### src/ipd_pkg.sv
// ----------------------------------------------------------------------------
// ipd_pkg: shared types and constants for the length-prefixed message parser
// Holds the framing characters, register indexes and the result payload type.
// ----------------------------------------------------------------------------
package ipd_pkg;

  localparam int unsigned ByteW = 8;

  // Framing characters of the outer parser.
  localparam logic [ByteW-1:0] ChCr    = 8'h0D;
  localparam logic [ByteW-1:0] ChComma = 8'h2C;
  localparam logic [ByteW-1:0] ChColon = 8'h3A;
  localparam logic [ByteW-1:0] ChZero  = 8'h30;

  // Configuration register indexes.
  typedef enum logic [0:0] {
    CfgOnCode  = 1'b0,
    CfgOffCode = 1'b1
  } cfg_idx_e;

  localparam logic [ByteW-1:0] OnCodeRst  = 8'h00;
  localparam logic [ByteW-1:0] OffCodeRst = 8'h01;

  typedef struct packed {
    logic [ByteW-1:0] msg_type;
    logic [ByteW-1:0] msg_length;
    logic             led_on;
  } result_t;

endpackage

### src/ipd_if.sv
// ----------------------------------------------------------------------------
// ipd_if: valid/ready channels of the length-prefixed message parser
// ipd_in_if carries received link bytes, ipd_out_if carries completed messages.
// ----------------------------------------------------------------------------
interface ipd_in_if;
  logic                     valid;
  logic                     ready;
  logic [ipd_pkg::ByteW-1:0] rx_byte;

  modport source (output valid, output rx_byte, input ready);
  modport sink   (input valid, input rx_byte, output ready);
endinterface

interface ipd_out_if;
  logic                     valid;
  logic                     ready;
  logic [ipd_pkg::ByteW-1:0] msg_type;
  logic [ipd_pkg::ByteW-1:0] msg_length;
  logic                     led_on;

  modport source (output valid, output msg_type, output msg_length, output led_on,
                  input ready);
  modport sink   (input valid, input msg_type, input msg_length, input led_on,
                  output ready);
endinterface

### src/ipd_length_prefixed_message_parser.sv
// ----------------------------------------------------------------------------
// ipd_length_prefixed_message_parser: deframer for length-prefixed messages
// Extracts counted payloads from a byte stream and decodes inner messages.
// ----------------------------------------------------------------------------
// Usage:
// Received link bytes enter on the rx channel, one byte per transfer. Each
// completed inner message leaves on the tx channel as one transfer carrying
// its type (first byte), its length header and the LED state after it was
// handled; bytes that complete no message produce nothing.
// A byte is captured in an input register, then decoded by one pass of
// small logic that updates the parser state and loads the result register.
// A result appears on tx once the byte that completes its message has passed
// through the input register and been loaded into the result register. The
// block takes one byte every cycle while tx does not stall; the pipeline
// moves whenever the result register is empty or being drained, so a stall
// on tx holds one result and one byte, then drops rx.ready.
// Reset puts the outer parser in idle waiting for a carriage return, the
// inner deframer expecting a length header, the LED off, on_code to 0 and
// off_code to 1. The codes are written through cfg_we_i; the user must write
// them only while no byte is in flight, as the block does not enforce this.
// ----------------------------------------------------------------------------
module ipd_length_prefixed_message_parser (
  input  logic                      clk_i,
  input  logic                      rst_ni,
  ipd_in_if.sink                    rx,
  ipd_out_if.source                 tx,
  input  logic                      cfg_we_i,
  input  logic [0:0]                cfg_idx_i,
  input  logic [ipd_pkg::ByteW-1:0] cfg_wdata_i
);

  typedef enum logic [1:0] {
    PhIdle    = 2'd0,
    PhSkip    = 2'd1,
    PhCount   = 2'd2,
    PhPayload = 2'd3
  } phase_e;

  logic [ipd_pkg::ByteW-1:0] on_code_q, off_code_q;

  // Input register.
  logic                      byte_vld_q;
  logic [ipd_pkg::ByteW-1:0] byte_q;

  // Parser state.
  phase_e                    phase_q, phase_d;
  logic [ipd_pkg::ByteW-1:0] pay_rem_q, pay_rem_d;
  logic                      exp_hdr_q, exp_hdr_d;
  logic [ipd_pkg::ByteW-1:0] exp_len_q, exp_len_d;
  logic [ipd_pkg::ByteW-1:0] rcv_cnt_q, rcv_cnt_d;
  logic [ipd_pkg::ByteW-1:0] first_q, first_d;
  logic                      led_q, led_d;

  // Result register.
  logic                      res_vld_q;
  ipd_pkg::result_t          res_q, res_d;
  logic                      emit;

  logic                      advance, proc;
  logic [ipd_pkg::ByteW-1:0] rem_dec, cnt_inc, first_now;

  assign advance  = !res_vld_q || tx.ready;
  assign proc     = byte_vld_q && advance;
  assign rx.ready = !byte_vld_q || advance;

  assign rem_dec   = pay_rem_q - 8'd1;
  assign cnt_inc   = rcv_cnt_q + 8'd1;
  assign first_now = (rcv_cnt_q == '0) ? byte_q : first_q;

  always_comb begin
    phase_d   = phase_q;
    pay_rem_d = pay_rem_q;
    exp_hdr_d = exp_hdr_q;
    exp_len_d = exp_len_q;
    rcv_cnt_d = rcv_cnt_q;
    first_d   = first_q;
    led_d     = led_q;
    emit      = 1'b0;
    res_d     = res_q;
    unique case (phase_q)
      PhIdle: begin
        if (byte_q == ipd_pkg::ChCr) phase_d = PhSkip;
      end
      PhSkip: begin
        if (byte_q == ipd_pkg::ChComma) begin
          phase_d   = PhCount;
          pay_rem_d = '0;
        end
      end
      PhCount: begin
        if (byte_q == ipd_pkg::ChColon) begin
          phase_d = (pay_rem_q == '0) ? PhIdle : PhPayload;
        end else begin
          // count * 10 + digit, modulo 256
          pay_rem_d = (pay_rem_q << 3) + (pay_rem_q << 1) + (byte_q - ipd_pkg::ChZero);
        end
      end
      PhPayload: begin
        pay_rem_d = rem_dec;
        if (rem_dec == '0) phase_d = PhIdle;
        if (exp_hdr_q) begin
          exp_len_d = byte_q;
          rcv_cnt_d = '0;
          if (byte_q == '0) begin
            // An empty message completes at once and leaves the LED alone.
            first_d = '0;
            emit    = 1'b1;
            res_d   = '{msg_type: '0, msg_length: '0, led_on: led_q};
          end else begin
            exp_hdr_d = 1'b0;
          end
        end else begin
          first_d   = first_now;
          rcv_cnt_d = cnt_inc;
          if (cnt_inc == exp_len_q) begin
            if (first_now == on_code_q) begin
              led_d = 1'b1;
            end else if (first_now == off_code_q) begin
              led_d = 1'b0;
            end
            exp_hdr_d = 1'b1;
            emit      = 1'b1;
            res_d     = '{msg_type: first_now, msg_length: exp_len_q, led_on: led_d};
          end
        end
      end
      default: phase_d = PhIdle;
    endcase
  end

  always_ff @(posedge clk_i or negedge rst_ni) begin
    if (!rst_ni) begin
      on_code_q  <= ipd_pkg::OnCodeRst;
      off_code_q <= ipd_pkg::OffCodeRst;
      byte_vld_q <= 1'b0;
      phase_q    <= PhIdle;
      pay_rem_q  <= '0;
      exp_hdr_q  <= 1'b1;
      exp_len_q  <= '0;
      rcv_cnt_q  <= '0;
      first_q    <= '0;
      led_q      <= 1'b0;
      res_vld_q  <= 1'b0;
    end else begin
      if (cfg_we_i) begin
        unique case (ipd_pkg::cfg_idx_e'(cfg_idx_i))
          ipd_pkg::CfgOnCode:  on_code_q  <= cfg_wdata_i;
          ipd_pkg::CfgOffCode: off_code_q <= cfg_wdata_i;
          default: ;
        endcase
      end
      if (rx.ready) byte_vld_q <= rx.valid;
      if (proc) begin
        phase_q   <= phase_d;
        pay_rem_q <= pay_rem_d;
        exp_hdr_q <= exp_hdr_d;
        exp_len_q <= exp_len_d;
        rcv_cnt_q <= rcv_cnt_d;
        first_q   <= first_d;
        led_q     <= led_d;
      end
      if (advance) res_vld_q <= proc && emit;
    end
  end

  always_ff @(posedge clk_i) begin
    if (rx.valid && rx.ready) byte_q <= rx.rx_byte;
    if (proc && emit) res_q <= res_d;
  end

  assign tx.valid      = res_vld_q;
  assign tx.msg_type   = res_q.msg_type;
  assign tx.msg_length = res_q.msg_length;
  assign tx.led_on     = res_q.led_on;

`ifndef SYNTH
  // Inside a message the header is never zero.
  assert property (@(posedge clk_i) disable iff (!rst_ni)
    !exp_hdr_q |-> exp_len_q != '0)
    else $error("message in progress with zero length header");

  // The byte count stays below the header until the message completes.
  assert property (@(posedge clk_i) disable iff (!rst_ni)
    !exp_hdr_q |-> rcv_cnt_q < exp_len_q)
    else $error("message byte count reached its length without completing");

  // Payload phase always has bytes left to pass on.
  assert property (@(posedge clk_i) disable iff (!rst_ni)
    phase_q == PhPayload |-> pay_rem_q != '0)
    else $error("payload phase with no bytes remaining");

  // An empty message reports a zero type.
  assert property (@(posedge clk_i) disable iff (!rst_ni)
    (tx.valid && tx.msg_length == '0) |-> tx.msg_type == '0)
    else $error("empty message with nonzero type");

  // A result that waits is not overwritten.
  assert property (@(posedge clk_i) disable iff (!rst_ni)
    (res_vld_q && !tx.ready) |=> (res_vld_q && $stable(res_q)))
    else $error("stalled result changed");
`endif

endmodule

### src/flat_wrapper.sv
// flat-port wrapper written by rule: the top's interface ports become plain ports
module ipd_length_prefixed_message_parser_flat 
  (clk_i, rst_ni, cfg_we_i, cfg_idx_i, cfg_wdata_i, rx_valid, rx_rx_byte, rx_ready, tx_valid, tx_msg_type, tx_msg_length, tx_led_on, tx_ready);
  ipd_in_if rx_i ();
  ipd_out_if tx_i ();
  input  logic clk_i;
  input  logic rst_ni;
  input  logic cfg_we_i;
  input  logic [0:0] cfg_idx_i;
  input  logic [ipd_pkg::ByteW-1:0] cfg_wdata_i;
  input wire logic [$bits(rx_i.valid)-1:0] rx_valid;
  input wire logic [$bits(rx_i.rx_byte)-1:0] rx_rx_byte;
  output wire logic [$bits(rx_i.ready)-1:0] rx_ready;
  output wire logic [$bits(tx_i.valid)-1:0] tx_valid;
  output wire logic [$bits(tx_i.msg_type)-1:0] tx_msg_type;
  output wire logic [$bits(tx_i.msg_length)-1:0] tx_msg_length;
  output wire logic [$bits(tx_i.led_on)-1:0] tx_led_on;
  input wire logic [$bits(tx_i.ready)-1:0] tx_ready;
  assign rx_i.valid = rx_valid;
  assign rx_i.rx_byte = rx_rx_byte;
  assign rx_ready = rx_i.ready;
  assign tx_valid = tx_i.valid;
  assign tx_msg_type = tx_i.msg_type;
  assign tx_msg_length = tx_i.msg_length;
  assign tx_led_on = tx_i.led_on;
  assign tx_i.ready = tx_ready;
  ipd_length_prefixed_message_parser u_core (.clk_i(clk_i), .rst_ni(rst_ni), .rx(rx_i), .tx(tx_i), .cfg_we_i(cfg_we_i), .cfg_idx_i(cfg_idx_i), .cfg_wdata_i(cfg_wdata_i));
endmodule
### config.mk
export PLATFORM = sky130hd
export DESIGN_NAME = ipd_length_prefixed_message_parser_flat
export DESIGN_NICKNAME = d
export VERILOG_FILES = /design/src/ipd_pkg.sv /design/src/ipd_if.sv /design/src/ipd_length_prefixed_message_parser.sv /design/src/flat_wrapper.sv
export SDC_FILE = /design/constraint.sdc
export NUM_CORES = 1
export LEC_CHECK = 0
export BUFFER_PORTS_ARGS = -buffer_cell sky130_fd_sc_hd__buf_4
export CORE_AREA = 4 4 96 107
export CTS_CLUSTER_SIZE = 28
export DETAILED_ROUTE_END_ITERATION = 6
export DIE_AREA = 0 0 100 111
export HOLD_SLACK_MARGIN = 0.05
export PLACE_DENSITY = 0.72
export RECOVER_POWER = 25
export SYNTH_ARGS = -nofsm -noshare
export SYNTH_HDL_FRONTEND = slang
export SYNTH_SLANG_ARGS = --single-unit
### constraint.sdc
create_clock -name clk_i -period 5.3 [get_ports clk_i]
set_input_delay 0.265 -clock clk_i [delete_from_list [all_inputs] [get_ports clk_i]]
set_output_delay 0.265 -clock clk_i [all_outputs]
set_load 0.05 [all_outputs]
### After elaboration in Yosys (flattened, before gate mapping)

Index checks and enable logic that the tools add are counted.

* input port bits: 22
* bits in latches: 0
* memory bits (writable): 0
* memory bits (read-only): 0
* memories: 0
* output and inout port bits: 19
* logic and storage cells: 82
* flip-flop bits (word level): 79

* reductions and logical operators: 23
* shift operators: 0
* eq/ne operators: 15
* divide/modulo/power cells: 0
* multipliers: 0
* bitwise operators: 2
* $lt $le $gt $ge: 0
* add/sub/neg operators: 5
* mux-type cells: 22

Operators with widths (number)
* 17-bit 2-to-1 mux: 3
* 8-bit 2-to-1 mux: 6
* 8-bit logical NOT: 4
* 8-bit equality test: 3
* 8-bit case mux with 3 select lines: 1
* 8-bit adder: 2
* 8-bit by 6-bit equality test with 1-bit output (second input constant): 2
* 4-bit AND reduction: 3
* 2-bit 2-to-1 mux: 5
* 8-bit by 1-bit adder with 8-bit output (second input constant): 1
* 8-bit by 4-bit equality test with 1-bit output (second input constant): 1
* 2-bit by 1-bit inequality test with 1-bit output (second input constant): 4
* 2-bit case mux with 4 select lines: 1
* 8-bit by 1-bit subtractor with 8-bit output (second input constant): 1
* 8-bit by 6-bit subtractor with 8-bit output (second input constant): 1
* 1-bit 2-to-1 mux: 6
* 2-bit AND reduction: 3
* 3-bit AND reduction: 2
* 5-bit AND reduction: 1
* 2-bit equality test (second input constant): 2
* 2-bit inequality test (second input constant): 2
* 1-bit logical AND: 3
* 3-bit nonzero test: 1
* 2-bit by 1-bit equality test with 1-bit output (second input constant): 1
* other kinds (5): 8

### Logic depth before layout (Yosys ltp)

Gate-level depths: netlist of run 1.

* depth after elaboration: 7
* mapped depth: 12
* gate-level depth less buffers: 11

### Least setup slack after synthesis of run 1

Ideal clock, no wire load.

* kind: flip-flop to flip-flop
* start point: register u_core.byte_q[3] (netlist name)
* end point: register u_core.pay_rem_q[7] (netlist name)
* buffers on the path: 1
* required time: 5.164 ns
* slack: 2.496 ns
* setup time: 0.136 ns
* period minus slack after synthesis: 2.804 ns
* arrival: 2.668 ns
* stages on the path, launching flop included: 13
* cells stage by stage: edfxtp_1 -> clkbuf_1 -> inv_1 -> fa_1 -> inv_1 -> ha_1 -> ha_1 -> fa_1 -> a21o_1 -> a21oi_1 -> xnor2_1 -> a21oi_1 -> a21oi_1

* cells in the longest elaborated chain, start to end: 4
* elaborated cells between the ends (all ways): 9
* classes of those cells: add/sub: 2; eq/ne: 4; mux: 2; reduce/logical: 1

RTL lines
* from (decl): line ipd_length_prefixed_message_parser.sv:43 `logic [ipd_pkg::ByteW-1:0] byte_q;`
* from (signal assigned): line ipd_length_prefixed_message_parser.sv:167 `if (rx.valid && rx.ready) byte_q <= rx.rx_byte;`
* 8-bit by 6-bit subtractor with 8-bit output: line ipd_length_prefixed_message_parser.sv:95 `pay_rem_d = (pay_rem_q << 3) + (pay_rem_q << 1) + (byte_q - ipd_pkg::ChZero);`
* 8-bit adder: line ipd_length_prefixed_message_parser.sv:95
* 8-bit 2-to-1 mux: line ipd_length_prefixed_message_parser.sv:91 `if (byte_q == ipd_pkg::ChColon) begin`
* 8-bit case mux with 3 select lines: line ipd_length_prefixed_message_parser.sv:80 `unique case (phase_q)`
* to (signal assigned): line ipd_length_prefixed_message_parser.sv:155 `pay_rem_q <= pay_rem_d;`
* to (decl): line ipd_length_prefixed_message_parser.sv:47 `logic [ipd_pkg::ByteW-1:0] pay_rem_q, pay_rem_d;`

Several ways; a longest one is shown, not always the timed one. The select of a mux whose other input is x is not followed.
A chain may end at the register's enable or synchronous reset.

### Worst setup path in the final report of run 1

* start point: register u_core.phase_q[0]
* end point: register u_core.res_q, in the netlist u_core.tx.msg_type[2] (enable)

* cells in the longest elaborated chain, start to end: 4

RTL lines
* from (decl): line ipd_length_prefixed_message_parser.sv:46 `phase_e phase_q, phase_d;`
* from (signal assigned): line ipd_length_prefixed_message_parser.sv:136 `phase_q <= PhIdle;`
* from (signal assigned): line ipd_length_prefixed_message_parser.sv:154 `phase_q <= phase_d;`
* 2-bit equality test (*): line ipd_length_prefixed_message_parser.sv:80
* 1-bit 2-to-1 mux: line ipd_length_prefixed_message_parser.sv:80
* 1-bit logical AND: line ipd_length_prefixed_message_parser.sv:168 `if (proc && emit) res_q <= res_d;`
* 4-bit AND reduction (no source line) (*)
* to (signal assigned): line ipd_length_prefixed_message_parser.sv:168
* to (decl): line ipd_length_prefixed_message_parser.sv:56 `ipd_pkg::result_t res_q, res_d;`

Mark *: on every way between the ends. The rest lies on a longest branch, timed or not.

==> impl_metrics.ini, run 1 <==
[cells_and_area]
mostFrequentLayoutCells = dfrtp_1, nand2_1, nor2_1
drive_gt1_share_pct = 17.2
layout.cells.non_filler = 595
final_util_pct = 55.6
layout_commonest_cell = dfrtp_1
diodes = 0
nNetsFinal = 516
area_growth_pct = 13.8

[drt]
route.detailed.drc = 0
vias = 3446
wl_per_cell_um = 17.6
drt-initial-drc-count = 279
ant_nets = 0
routed_via_density = 5.79
first_pass_iters = 6
totalWireLength_mm = 10.4

[floorplanning]
die_h_um = 111
die_x_um = 100
start_util_pct = 48.9
coreArea_sq_um = 9210
pin_count = 41
dieArea_sq_um = 11100
rows = 37

[clock_tree]
ctsHtreeMaxLevel = 3
clk-insertion-delay-late_ns = 0.36
cts_setup_buffers = 0
clk_pin_slew_ns = 0.09
cts_resized = 0
tritoncts = built
cts_made_buffers = 9
cts_buffer_depth = 2
cts_sinks = 79
root_buffer = clkbuf_8

[worst_setup_path]
cp-end-kind = flip-flop
critical_path_required_ns = 5.29
critPathArrivalTime_ns = 3.20
critPathLaunch = u_core.phase_q[0]
startpoint_type = flip-flop
worstRegToRegCells = 5
cp_max_fo = 17
r2r-start = u_core.phase_q[0]
crit_type = flip-flop to flip-flop

[job]
drv_cap = 1

[global_routing]
grt_max_degree = 55
grtUsageTotal_pct = 19.7
use_met1_pct = 25.7
antenna_found_initial = 0
met2_usage_pct = 32.4
use_met3_pct = 3.78
grt_overflow = 0
grt-busiest-layer = met2
first_global_vias = 3404
grt_pass1_wl_mm = 17.4

[synthesis]
ys_ff_latch = 79
synth_xor_area_share_pct = 7.00
synth_fa_ha_area_share_pct = 6.67
synthMuxAreaShare_pct = 7.03
synth-simple-area-share_pct = 15.8
avgSynthCellArea_sq_um = 10.3
synth_edf_count = 25
synthArstFlopShare_pct = 68.4
yosysWarningCount = 0
synth-compound-area-share_pct = 13.1
syn-cell-area_sq_um = 4500
ys.flop_type = dfrtp_1
synth_top_family_by_area = simple AND/OR/NAND/NOR gates
yosys.cell_types.count = 57
syn_nets = 481
synth_cells = 438
synth-seq-area-share_pct = 46.7

[sta]
finalClockSkew_ns = 0.0133
min_period_ns = 3.21
finalSetupViolations = 0
tns_ns = 0
finalHoldViolations = 0
max_freq_ghz = 0.311
fin_crit_sh_pct = 60.6
finalHoldWorstSlack_ns = 0.0942
maxSlewHeadroom_pct = -102
grt_setup_unrepaired = false
worst_slew_pin_slew_ns = 3.02
drv_slew = 55

[power_and_ir_drop]
leakage_nw = 2.20
peakVddDrop_mv = 0.429
p_per_area_nw_per_um2 = 566
power_mw = 2.90

[hold_path]
whs_path_depth = 1
worstHoldStart = rx_rx_byte[5]
hold_path.class = input pin to flip-flop

[run_status]
status = complete, but fails checks
violations = max-capacitance violations, max-slew violations

[place]
portBuffers = 40
place_hpwl_mm = 7.57
dp.cells = 578
place.gp.congestion = 0.921
what timing repair did:
action | 4_1_cts | 5_1_grt
hold buffers | 1 | 0
hold endpoints to repair | 52 | 0
endpoints found under the setup margin | 0 | 0
cell usage after synthesis, types with 2 or more instances:
library cell / n / area, sq um
dfstp_2: 2 / 52.6
nor4_1: 3 / 18.8
nand3_1: 10 / 50.1
mux2i_1: 8 / 80.1
a31oi_1: 3 / 18.8
xor2_1: 16 / 140
o2bb2ai_1: 2 / 17.5
o21ba_2: 2 / 20.0
a21oi_1: 11 / 55.1
o22ai_1: 4 / 25.0
o21ai_0: 31 / 155
xnor2_1: 20 / 175
mux2_2: 21 / 236
a221o_1: 2 / 20.0
o31ai_1: 4 / 30.0
and3_1: 2 / 12.5
a22oi_1: 8 / 60.1
nand2_1: 41 / 154
o21ai_1: 2 / 10.0
dfrtp_1: 52 / 1300
or4_1: 4 / 30.0
inv_1: 26 / 97.6
ha_1: 16 / 200
and2_1: 2 / 12.5
a21o_1: 3 / 22.5
nand3b_1: 2 / 15.0
nand4_1: 8 / 50.1
fa_1: 5 / 100
nor3_1: 3 / 15.0
nor2_1: 35 / 131
nand4b_1: 2 / 17.5
clkbuf_1: 16 / 60.1
nor2b_1: 18 / 113
nand2b_1: 7 / 43.8
edfxtp_1: 25 / 751
metrics by stage:
step	setup WS, ns	instance area (sq um)
3_5_place_dp	2.11	4880
5_1_grt	1.50	5120
4_1_cts	2.10	5130
3_3_place_gp	2.24	4880
2_1_floorplan	2.50	4500
6_report	2.09	5120
final timing paths:
path                                    endpoint  slack [ns]
setup / recovery           u_core.tx.msg_type[2]        2.09
hold / removal                  u_core.byte_q[5]        0.09
setup reg to reg           u_core.tx.msg_type[2]        2.09
hold reg to reg              u_core.exp_len_q[6]        0.54
max in group asynchronous    u_core.pay_rem_q[3]        2.16
min in group asynchronous    u_core.on_code_q[2]        1.44
worst max-delay path: stages (launching register included):
cell     delay (ns)
dfrtp_1        0.66
nand4_1        0.51
nor2_1         0.44
nand3_1        0.10
or4_1          0.60
nand2_1        0.54
metal layers:
| layer | part of all wire, % | vias to the layer above | wire (um) |
|---|---|---|---|
| li1 | - | 1631 | - |
| met1 | 42 | 1685 | 4420 |
| met2 | 49 | 116 | 5110 |
| met3 | 6.8 | 14 | 711 |
| met4 | 1.9 | 0 | 203 |
| met5 | 0 | - | 0 |
area by class of cell:
| cell class | instances | area [sq um] |
|---|---|---|
| clock buffers | 12 | 178 |
| clock inverters | 4 | 56.3 |
| fillers | 823 | 4090 |
| inverters | 26 | 97.6 |
| multi-input cells | 316 | 2240 |
| flip-flops and latches | 79 | 2100 |
| well taps | 117 | 146 |
| repair buffers | 41 | 307 |
where the power goes:
group | internal (mW) | switching [mW] | leakage, nW
clock | 0.280 | 0.239 | 0.119
combinational | 0.614 | 0.759 | 1.21
sequential | 0.794 | 0.216 | 0.876
total | 1.69 | 1.21 | 2.20
cells by family after synthesis:
logic type	count (synthesis)
AO/OA/AOI/OAI	89
XOR/XNOR	36
adder cells (fa/ha/maj)	21
buffers and inverters	43
flip-flops	79
multiplexers	29
AND/OR/NAND/NOR	141
Note: power is estimated with default switching activity, not from simulation.
==> inputs of run 2 (changes only) <==
Clock period 5.3 ns to 3.15 ns, I/O delays scaled along.
==> run 2 against run 1 <==
The flow now finishes without violations. Die area is the same. Via count hardly changed. Largest cell class unchanged. Critical path depth increased by 6. Sequential share of layout area shrank 1.5 points. Cell area grew 3.8%. Final cell count grew 3.9%. Total power increased by 67%. First-iteration DRC count is 8.6% higher.
==> impl_metrics.ini, run 2 (same netlist as run 1, synthesis figures left out) <==
[worst_setup_path]
cp-end-kind = flip-flop
crit_type = flip-flop to flip-flop
startpoint_type = flip-flop
crit_end = u_core.pay_rem_q[7]
rrSetupSlack_ns = 0.24
worstRegToRegCells = 11
critical_path_required_ns = 3.43
rr_endpoint = u_core.pay_rem_q[7]
cp_max_fo = 8
critPathLaunch = u_core.pay_rem_q[2]
critPathArrivalTime_ns = 3.19
r2r-start = u_core.pay_rem_q[2]

[floorplanning]
dieArea_sq_um = 11100
rows = 37
start_util_pct = 48.9
pin_count = 41
die_x_um = 100
coreArea_sq_um = 9210
die_h_um = 111

[clock_tree]
cts_buffer_depth = 2
clk_pin_slew_ns = 0.08
cts_resized = 0
cts_sinks = 79
cts_setup_buffers = 0
ctsHtreeMaxLevel = 3
root_buffer = clkbuf_8
clk-insertion-delay-late_ns = 0.35
cts_made_buffers = 9
tritoncts = built

[sta]
tns_ns = 0
max_freq_ghz = 0.344
setup_slack_ns = 0.245
min_period_ns = 2.91
grt_setup_unrepaired = false
fin_crit_sh_pct = 92.2
finalHoldViolations = 0
maxSlewHeadroom_pct = 8.58
finalHoldWorstSlack_ns = 0.121
finalClockSkew_ns = 0.00886
drv_slew = 0
finalSetupViolations = 0
worst_slew_pin_slew_ns = 1.37

[place]
pre_cts_slack_ns = 0.262
place.gp.congestion = 0.950
place_hpwl_mm = 7.23
portBuffers = 40
dp.cells = 584

[power_and_ir_drop]
peakVddDrop_mv = 0.549
power_mw = 4.84
p_per_area_nw_per_um2 = 909
leakage_nw = 2.29

[cells_and_area]
layout_commonest_cell = dfrtp_1
mostFrequentLayoutCells = dfrtp_1, nand2_1, nor2_1
nNetsFinal = 539
layout.cells.non_filler = 618
n_fill_cell = 750
diodes = 0
area_growth_pct = 18.1
drive_gt1_share_pct = 17.8

[global_routing]
grt_max_degree = 55
grt_pass1_wl_mm = 16.8
antenna_found_initial = 0
grt_overflow = 0
grtUsageTotal_pct = 18.9
first_global_vias = 3334

[run_status]
status = finished, final reports clean

[drt]
vias = 3449
wl_per_cell_um = 16.2
routed_via_density = 5.58
totalWireLength_mm = 10.0
drt-initial-drc-count = 303
ant_nets = 0
route.detailed.drc = 0
first_pass_iters = 5

[hold_path]
hold_path.class = input pin to flip-flop
worstHoldStart = tx_ready

[job]
drv_cap = 0
## run 2: final cells by class
class / instances / area [sq um] / share of cell area, %
Multi-Input combinational cell: 316 / 2240 / 42.0
Inverter: 26 / 97.6 / 1.83
Sequential cell: 79 / 2100 / 39.6
Clock buffer: 11 / 131 / 2.47
Clock inverter: 5 / 81.3 / 1.53
Timing Repair Buffer: 64 / 523 / 9.83
Tap cell: 117 / 146 / 2.75
## run 2: stage by stage
stage	instance area (sq um)	util (%)
floorplan	4500	-
global placement	4930	53.5
detailed placement	4930	53.5
CTS	5320	57.8
global route	5320	57.7
finish	5320	57.7
## run 2: worst max-delay path, stage by stage, from the launching register on
cell and delay, ns:
dfrtp_1 0.50, inv_1 0.13, fa_1 0.51, inv_1 0.04, ha_1 0.29, ha_1 0.23, fa_1 0.42, a21o_1 0.19
a21oi_1 0.16, xnor2_1 0.14, a21oi_1 0.08, a21oi_1 0.15
## run 2: worst min path at each step
| stage | to | slack, ns | cells after the start |
|---|---|---|---|
| finish | u_core.byte_vld_q | 0.12 | 3 |
| global route | u_core.byte_vld_q | 0.15 | 3 |
| CTS | u_core.byte_vld_q | 0.11 | 3 |
| detailed placement | u_core.on_code_q[5] | 0.25 | 1 |
| global placement | u_core.off_code_q[5] | 0.24 | 1 |
| floorplan | u_core.byte_vld_q | -0.14 | 0 |
## run 2: where the power goes
part           switching [mW]  internal (mW)
clock network           0.364          0.448
registers               0.331           1.34
logic                    1.28           1.07
total                    1.98           2.86
## run 2: routing by layer
metal  wire [um]  vias to the layer above  part of all wire (%)  track usage [%]
met3         526                       19                   5.2             2.71
met2        4840                      117                    48             29.6
met1        4450                     1640                    44             26.6
met4         223                        0                   2.2             6.83
met5           0                        -                     0                0
li1            -                     1673                     -                -
## run 2: repair_timing
item / 4_1_cts / 5_1_grt
endpoints found under the setup margin: 0 / 0
hold endpoints to repair: 76 / 0
hold buffers: 18 / 0
==> inputs of run 3 (changes only) <==
Settings changed: CORE_AREA 4 4 96 107 to 4 4 93 104, DIE_AREA 0 0 100 111 to 0 0 97 108, PLACE_DENSITY 0.72 to 0.75.
==> run 3 against run 2 <==
Fmax up 0.55%. Highest routed layer unchanged. Register-to-register slack improved by 0.02 ns. Final cell count is 0.49% lower. Critical path type unchanged. Sequential power is essentially flat. Hold slack lost 0.0027 ns. Utilization increased by 3.0 points.
==> impl_metrics.ini, run 3 (same netlist as run 1, synthesis figures left out) <==
[global_routing]
grt_max_degree = 55
grt_pass1_wl_mm = 17.0
first_global_vias = 3442
grt_overflow = 0
antenna_found_initial = 0
grtUsageTotal_pct = 20.4

[floorplanning]
coreArea_sq_um = 8690
pin_count = 41
die_x_um = 97
die_h_um = 108
start_util_pct = 51.8
rows = 36
dieArea_sq_um = 10500

[drt]
totalWireLength_mm = 10.1
vias = 3540
wl_per_cell_um = 16.3
route.detailed.drc = 0
ant_nets = 0
drt-initial-drc-count = 245
routed_via_density = 5.76
first_pass_iters = 5

[worst_setup_path]
critical_path_required_ns = 3.42
cp_slowest_stage_delay_ns = 0.54
timing.critical_path.buf_inv = 2
path_common_cell = a21oi_1
cp_max_fo = 6
cp-end-kind = flip-flop
cp_slowest_cell = fa_1
critPathArrivalTime_ns = 3.16
crit_family = adder cells
crit_chain = inv_1 -> fa_1 -> inv_1 -> ha_1 -> ha_1 -> fa_1 -> a21o_1 -> a21oi_1 -> xnor2_1 -> a21oi_1 -> a21oi_1
crit_type = flip-flop to flip-flop
startpoint_type = flip-flop

[sta]
maxSlewHeadroom_pct = 10.1
worst_slew_pin_slew_ns = 1.35
finalClockSkew_ns = 0.0124
drv_slew = 0
max_freq_ghz = 0.346
finalHoldViolations = 0
fin_crit_sh_pct = 91.7
finalSetupViolations = 0
grt_setup_unrepaired = false
tns_ns = 0
min_period_ns = 2.89

[clock_tree]
tritoncts = built
root_buffer = clkbuf_8
cts_sinks = 79
cts_buffer_depth = 2
clk-insertion-delay-late_ns = 0.35
cts_made_buffers = 9
ctsHtreeMaxLevel = 3
clk_pin_slew_ns = 0.09
cts_setup_buffers = 0

[power_and_ir_drop]
peakVddDrop_mv = 0.783
p_per_area_nw_per_um2 = 896
leakage_nw = 2.26

[cells_and_area]
post-route-cell-area_sq_um = 5280
layout_commonest_cell = dfrtp_1
nNetsFinal = 539
final_util_pct = 60.7
drive_gt1_share_pct = 18.4
mostFrequentLayoutCells = dfrtp_1, nand2_1, nor2_1
diodes = 0
layout.cells.non_filler = 615
area_growth_pct = 17.3

[job]
drv_cap = 0

[run_status]
status = finished, final reports clean

[place]
portBuffers = 40
place_area_sq_um = 4930
place_hpwl_mm = 7.37
place.gp.congestion = 0.981
dp.cells = 581

[hold_path]
hold_path.class = input pin to flip-flop
[run 3: cell count changes in the layout (fill, tap and decap cells not counted)]
cell / change
inv_6: +2
clkinvlp_4: +2
bufinv_16: -2
clkbuf_1: -1
buf_4: +4
dfrtp_1: -2
clkbuf_4: -5
dfrtp_2: +2
[run 3: worst paths after layout]
check,slack [ns],from,endpoint,depth (start not counted)
min in group asynchronous,0.64,rst_ni,u_core.on_code_q[5],2
max in group asynchronous,1.60,rst_ni,u_core.pay_rem_q[2],2
hold reg to reg,0.55,u_core.on_code_q[2],u_core.on_code_q[2],1
setup reg to reg,0.26,u_core.pay_rem_q[0],u_core.pay_rem_q[7],11
setup / recovery,0.26,u_core.pay_rem_q[0],u_core.pay_rem_q[7],11
hold / removal,0.12,tx_ready,u_core.byte_vld_q,3
[run 3: layer usage]
layer / track usage, % / part of all wire (%) / wire length, um
met1: 26.3 / 41 / 4120
met2: 33.3 / 48 / 4870
met3: 4.26 / 7.5 / 751
met4: 9.03 / 3.0 / 304
met5: 0 / 0 / 0
[run 3: area by class of cell]
cell class | count | area, sq um
multi-input combinational | 316 | 2240
clock inverter | 7 | 53.8
timing repair buffer | 64 | 519
fill | 695 | 3410
tap | 114 | 143
sequential | 79 | 2110
inverter | 26 | 97.6
clock buffer | 9 | 124
[run 3: where the power goes]
group	internal (mW)	switching, mW
Sequential	1.34	0.328
Combinational	1.08	1.29
Clock	0.293	0.398
Total	2.71	2.02
[run 3: what timing repair did]
action | CTS | global route
setup endpoints to repair | 0 | 1
resized for setup | 0 | 2
hold buffers | 18 | 0
endpoints found under the hold margin | 76 | 0
[run 3: through the flow]
stage	worst slack (ns)	hold slack, ns	power, mW
6_report	0.261	0.118	4.73
5_1_grt	0.0803	0.149	5.15
4_1_cts	0.184	0.104	4.73
3_5_place_dp	0.211	0.250	4.02
3_3_place_gp	0.328	0.242	3.91
2_1_floorplan	0.346	-0.138	3.43
[run 3: worst register-to-register path, cell delays in order (launching register included)]
cell and delay (ns):
dfrtp_2 0.42, inv_1 0.12, fa_1 0.54, inv_1 0.05, ha_1 0.29, ha_1 0.24
fa_1 0.42, a21o_1 0.20, a21oi_1 0.16, xnor2_1 0.13, a21oi_1 0.09, a21oi_1 0.16
